<file path="config.mk">
export PLATFORM = sky130hd
export DESIGN_NAME = tgcq_div
export DESIGN_NICKNAME = d
export VERILOG_FILES = /design/src/design/tgcq_pkg.sv /design/src/design/tgcq_div.sv
export SDC_FILE = /design/constraint.sdc
export NUM_CORES = 1
export LEC_CHECK = 0
export BUFFER_PORTS_ARGS = -buffer_cell sky130_fd_sc_hd__buf_2
export CAP_MARGIN = 5
export CORE_MARGIN = 2
export CORE_UTILIZATION = 38
export CTS_CLUSTER_DIAMETER = 80
export CTS_CLUSTER_SIZE = 30
export DETAILED_ROUTE_END_ITERATION = 10
export GPL_TIMING_DRIVEN = 0
export HOLD_SLACK_MARGIN = 0.15
export PLACE_DENSITY = 0.56
export SLEW_MARGIN = 10
export SYNTH_ARGS = -nofsm -noshare
export SYNTH_HDL_FRONTEND = slang
export SYNTH_SLANG_ARGS = --single-unit
export TNS_END_PERCENT = 100
</file>
<file path="constraint.sdc">
create_clock -name clk -period 4.5 [get_ports clk]
set_clock_uncertainty 0.15 [all_clocks]
set_input_delay 0.45 -clock clk [delete_from_list [all_inputs] [get_ports clk]]
set_output_delay 0.45 -clock clk [all_outputs]
set_load 0.1 [all_outputs]
</file>
<file path="src/design/tgcq_pkg.sv">
// Shared types and constants for the tile grid collision query block.
`default_nettype none
package tgcq_pkg;

  localparam int DEF_MAX_COLUMNS = 64;
  localparam int DEF_MAX_ROWS    = 64;
  localparam int DEF_COORD_BITS  = 16;

  localparam int CFG_INDEX_BITS = 3;

  typedef enum logic [1:0] {
    ACT_WRITE = 2'd0,
    ACT_POINT = 2'd1,
    ACT_BOX   = 2'd2,
    ACT_NONE  = 2'd3
  } action_t;

  typedef enum logic [CFG_INDEX_BITS-1:0] {
    CFG_ORIGIN_X     = 3'd0,
    CFG_ORIGIN_Y     = 3'd1,
    CFG_CELL_WIDTH   = 3'd2,
    CFG_CELL_HEIGHT  = 3'd3,
    CFG_COLUMNS_USED = 3'd4,
    CFG_ROWS_USED    = 3'd5
  } cfg_idx_t;

  typedef enum logic [3:0] {
    ST_IDLE,
    ST_PREP,
    ST_CHECK,
    ST_DIV,
    ST_CLAMP,
    ST_SCAN,
    ST_DRAIN,
    ST_WRRD,
    ST_WRWR,
    ST_FIN
  } state_t;

  typedef struct packed {
    logic rd_en;
    logic wr_en;
  } mem_ctl_t;

endpackage
`default_nettype wire

</file>
<file path="src/design/tgcq_div.sv">
// Bit-serial restoring divider: unsigned coordinate offset by an 8-bit tile size.
`default_nettype none
module tgcq_div import tgcq_pkg::*; #(
  parameter int COORD_BITS = DEF_COORD_BITS
) (
  input  logic                  clk,
  input  logic                  rst,
  input  logic                  start,
  input  logic [COORD_BITS-1:0] dividend,
  input  logic [7:0]            divisor,
  output logic [COORD_BITS-1:0] quotient,
  output logic                  busy
);

  localparam int CW = $clog2(COORD_BITS + 1);

  logic [CW-1:0]         cnt;
  logic [7:0]            rem;
  logic [7:0]            dvs;
  logic [COORD_BITS-1:0] q;
  logic [8:0]            trial;
  logic [8:0]            diff;
  logic                  ge;

  assign trial    = {rem, q[COORD_BITS-1]};
  assign ge       = trial >= {1'b0, dvs};
  assign diff     = trial - {1'b0, dvs};
  assign quotient = q;

  always_ff @(posedge clk) begin
    if (rst) begin
      busy <= 1'b0;
      cnt  <= '0;
    end else if (start) begin
      busy <= 1'b1;
      cnt  <= CW'(COORD_BITS);
    end else if (busy) begin
      cnt <= cnt - 1'b1;
      if (cnt == CW'(1)) begin
        busy <= 1'b0;
      end
    end
  end

  always_ff @(posedge clk) begin
    if (start) begin
      q   <= dividend;
      rem <= '0;
      dvs <= divisor;
    end else if (busy) begin
      q   <= {q[COORD_BITS-2:0], ge};
      rem <= ge ? diff[7:0] : trial[7:0];
    end
  end

endmodule
`default_nettype wire

</file>
==> metrics.json <==
{
  "yosys": {
    "synth_seq_cells": 38,
    "synthDistinctLibCells": 40,
    "avgSynthCellArea_sq_um": 11.8,
    "async_flop_share": 0,
    "synth-edff-count": 24,
    "syn_nets": 201,
    "synth_flop_cell": "sky130_fd_sc_hd__edfxtp_1",
    "synth_cells": 163,
    "synthesis.area_sq_um": 1920,
    "synth_warnings": 0,
    "ys_seq_area_frac": 0.520
  },
  "clock_network": {
    "clock_sink_count": 38,
    "htreeDepth": 2,
    "cts_tree": "built",
    "cts_hold_buf": 0,
    "post_cts_resized": 0,
    "insertion_delay_ps": 290,
    "numCtsBuffers": 5,
    "clock_pin_slew_reported_for_the_worst_setup_and_hold_paths_after_clock_tree_synthesis_ps": 80,
    "root_buffer": "sky130_fd_sc_hd__clkbuf_8",
    "postCtsSetupRepairBufs": 0,
    "clock_tree.buffer_depth": 2
  },
  "route": {
    "dr.pass1.iters": 4,
    "drt_wl_total_mm": 3.78,
    "drt_iter0_markers": 73,
    "num_vias": 1371,
    "drc_errors": 0,
    "postRouteAntennaNets": 0,
    "avgViaCountPerCell": 4.90,
    "routedWlPerCell_microns": 13.5
  },
  "sta": {
    "postLayoutSetupSlackWorst_ps": 2330,
    "worst_slew_pin_slew_ps": 599,
    "final_setup_violation_count": 0,
    "finalHoldWorstSlack_ps": 180,
    "final_max_slew_viol_count": 0,
    "grt_setup_unrepaired": "false",
    "worst_case_headroom_to_the_max_slew_limit": 0.600,
    "timing.fmax_ghz": 0.460,
    "setup_tns_final_ps": 0,
    "final_hold_viol_count": 0,
    "min_period_over_period": 0.483,
    "period_needed_ps": 2170
  },
  "setup_path": {
    "arrival_ps": 2230,
    "worst_r2r_startpoint": "dvs[3]",
    "r2r.worst_path.cells": 8,
    "worstPathMaxFanout": 5,
    "crit_path_cell_trace": "inv_1, ha_1, nand3_2, a21oi_2, nor3_2, o21ai_2, mux2_2, a211oi_1",
    "critPathBufInv": 1,
    "setup.worst_path.class": "flop to flop",
    "cpLargestDelayFamily": "compound AO/OA/AOI/OAI gates",
    "critical_path.max_stage_delay_ps": 370,
    "regToRegEndpoint": "rem[0]",
    "cpMaxStageDelayCell": "sky130_fd_sc_hd__ha_1",
    "worstPathRequired_ps": 4550,
    "setup.reg_to_reg.worst_slack_ps": 2330,
    "worstSetupStartpointType": "flop",
    "startpoint": "dvs[3]",
    "timing.critical_path.to_type": "flop"
  },
  "floorplan": {
    "rows": 25,
    "start_util": 0.399,
    "floorplan.die.height_microns": 75.2,
    "io-pin-count": 44,
    "die_area_sq_um": 5650,
    "core_region_area_sq_um": 4820,
    "die_x_microns": 75.2
  },
  "grt": {
    "antenna_found_initial": 0,
    "grt_remaining_overflow": 0,
    "grtUsageTotal": 0.148,
    "pin_count_of_the_biggest_net_entering_global_routing": 17,
    "global_route_wire_length_before_repair_mm": 6.24,
    "first_global_vias": 1425
  },
  "run_status": {
    "outcome": "finished, final reports clean"
  },
  "hold_path": {
    "startpoint_of_the_most_critical_hold_path": "divisor[4]",
    "timing.hold.worst.class": "primary input to flop",
    "min_delay_path_depth": 1,
    "worst_hold_path.endpoint": "dvs[4]"
  },
  "final_layout": {
    "finish.cell_count_without_fillers": 280,
    "finalCoreUtilization": 0.478,
    "synthToLayoutAreaGrowth_pct": 19.6,
    "layout_commonest_cell": "sky130_fd_sc_hd__buf_2",
    "insertedDiodeCount": 0,
    "filler_cell_count": 493,
    "layout_common_cells": "sky130_fd_sc_hd__buf_2, sky130_fd_sc_hd__edfxtp_1, sky130_fd_sc_hd__nor2_1, sky130_fd_sc_hd__mux2_2",
    "final_net_count": 251,
    "drive_gt1_frac": 0.352
  },
  "pwr": {
    "switching_share": 0.366,
    "p_comb_frac": 0.321,
    "power.share.clock": 0.232,
    "power_report.internal_total_mw": 0.605,
    "p_leak_nw": 0.950,
    "switchingPower_mw": 0.349,
    "ir_worst_vdd_mv": 0.239,
    "seq_power_share": 0.447,
    "pd_cells_nw_per_um2": 415
  },
  "placed_design": {
    "gpl.final_weighted_congestion": 0.844,
    "dpl.hpwl_mm": 2.80,
    "numPortBuffers": 43,
    "cells_after_dpl": 273,
    "dp_slack_ps": 2170
  },
  "job": {
    "drv_cap": 0
  }
}
[cells by family (layout without fill, tap and decap cells)]
| kind of cell | count (synthesis) | in the layout | share of synthesized area |
|---|---|---|---|
| AND/OR/NAND/NOR | 39 | 39 | 0.103 |
| flip-flops | 38 | 38 | 0.520 |
| AO/OA/AOI/OAI | 25 | 25 | 0.0975 |
| multiplexers | 21 | 21 | 0.120 |
| buffers and inverters | 20 | 70 | 0.0429 |
| adder cells (fa/ha/maj) | 11 | 11 | 0.0754 |
| XOR/XNOR | 9 | 9 | 0.0410 |
[state kept, by name (all words and copies together), names as in the netlist]
| name | flops |
|---|---|
| dvs | 8 |
| busy | 1 |
| rem | 8 |
| quotient | 16 |
| cnt | 5 |
[power groups by stage]
stage | Clock [mW] | Sequential (mW) | Combinational, mW
3_3_place_gp | 0 | 0.433 | 0.304
6_report | 0.221 | 0.427 | 0.307
5_1_grt | 0.246 | 0.432 | 0.328
2_1_floorplan | 0 | 0.552 | 0.132
4_1_cts | 0.229 | 0.428 | 0.309
3_5_place_dp | 0 | 0.434 | 0.308
[how the worst max path moves through the flow]
| stage | end | slack [ps] | cells past startpoint |
|---|---|---|---|
| final | rem[0] | 2330 | 8 |
| after global routing | rem[0] | 2180 | 8 |
| after CTS | rem[0] | 2320 | 8 |
| after detailed placement | quotient[12] | 2170 | 4 |
| after global placement | quotient[10] | 2180 | 4 |
| after floorplan | rem[0] | 1840 | 8 |
[area by class of cell]
type | count | area [sq um] | area share
clock inverter | 2 | 10.0 | 0.00435
timing repair buffer | 43 | 215 | 0.0935
buffer | 6 | 30.0 | 0.0130
inverter | 14 | 52.6 | 0.0228
tap | 67 | 83.8 | 0.0364
multi-input combinational | 105 | 841 | 0.365
sequential | 38 | 1000 | 0.435
clock buffer | 5 | 68.8 | 0.0299
[worst register-to-register path, delay by kind of cell (launching register included)]
kind | cells | cell delay [ps]
buf+inv | 1 | 40
flops | 1 | 320
fa+ha+maj | 1 | 370
simple gates | 2 | 190
compound gates | 3 | 640
mux | 1 | 370
[per-stage QoR]
stage / instance area, sq um / power [mW]
2_1_floorplan: 1920 / 0.684
3_3_place_gp: 2220 / 0.737
3_5_place_dp: 2220 / 0.742
4_1_cts: 2300 / 0.966
5_1_grt: 2300 / 1.01
6_report: 2300 / 0.955
[synthesized netlist by cell type (2+ instances only)]
master                      n  area [sq um]
sky130_fd_sc_hd__xor2_1     4          35.0
sky130_fd_sc_hd__a211oi_1   5          37.5
sky130_fd_sc_hd__a21oi_2    2          17.5
sky130_fd_sc_hd__inv_1     14          52.6
sky130_fd_sc_hd__nor2b_1    2          12.5
sky130_fd_sc_hd__clkbuf_1   4          15.0
sky130_fd_sc_hd__nor2_1    17          63.8
sky130_fd_sc_hd__mux2i_1    4          40.0
sky130_fd_sc_hd__xnor2_1    5          43.8
sky130_fd_sc_hd__nand2_1    4          15.0
sky130_fd_sc_hd__nand2b_1   2          12.5
sky130_fd_sc_hd__dfxtp_1   14           280
sky130_fd_sc_hd__o21ai_0    3          15.0
sky130_fd_sc_hd__a21oi_1    2          10.0
sky130_fd_sc_hd__edfxtp_1  24           721
sky130_fd_sc_hd__o21a_1     3          22.5
sky130_fd_sc_hd__nand3_1    2          10.0
sky130_fd_sc_hd__nor3_1     5          25.0
sky130_fd_sc_hd__ha_1      10           125
sky130_fd_sc_hd__mux2_2    17           191
[metal layers]
layer | track usage | up-vias | wire [microns]
met3 | 0.0562 | 7 | 217
li1 | - | 682 | -
met5 | 0 | - | 0
met2 | 0.242 | 35 | 1830
met4 | 0.0507 | 0 | 62
met1 | 0.182 | 647 | 1680
No activity file was read; power rests on OpenSTA's default activity.
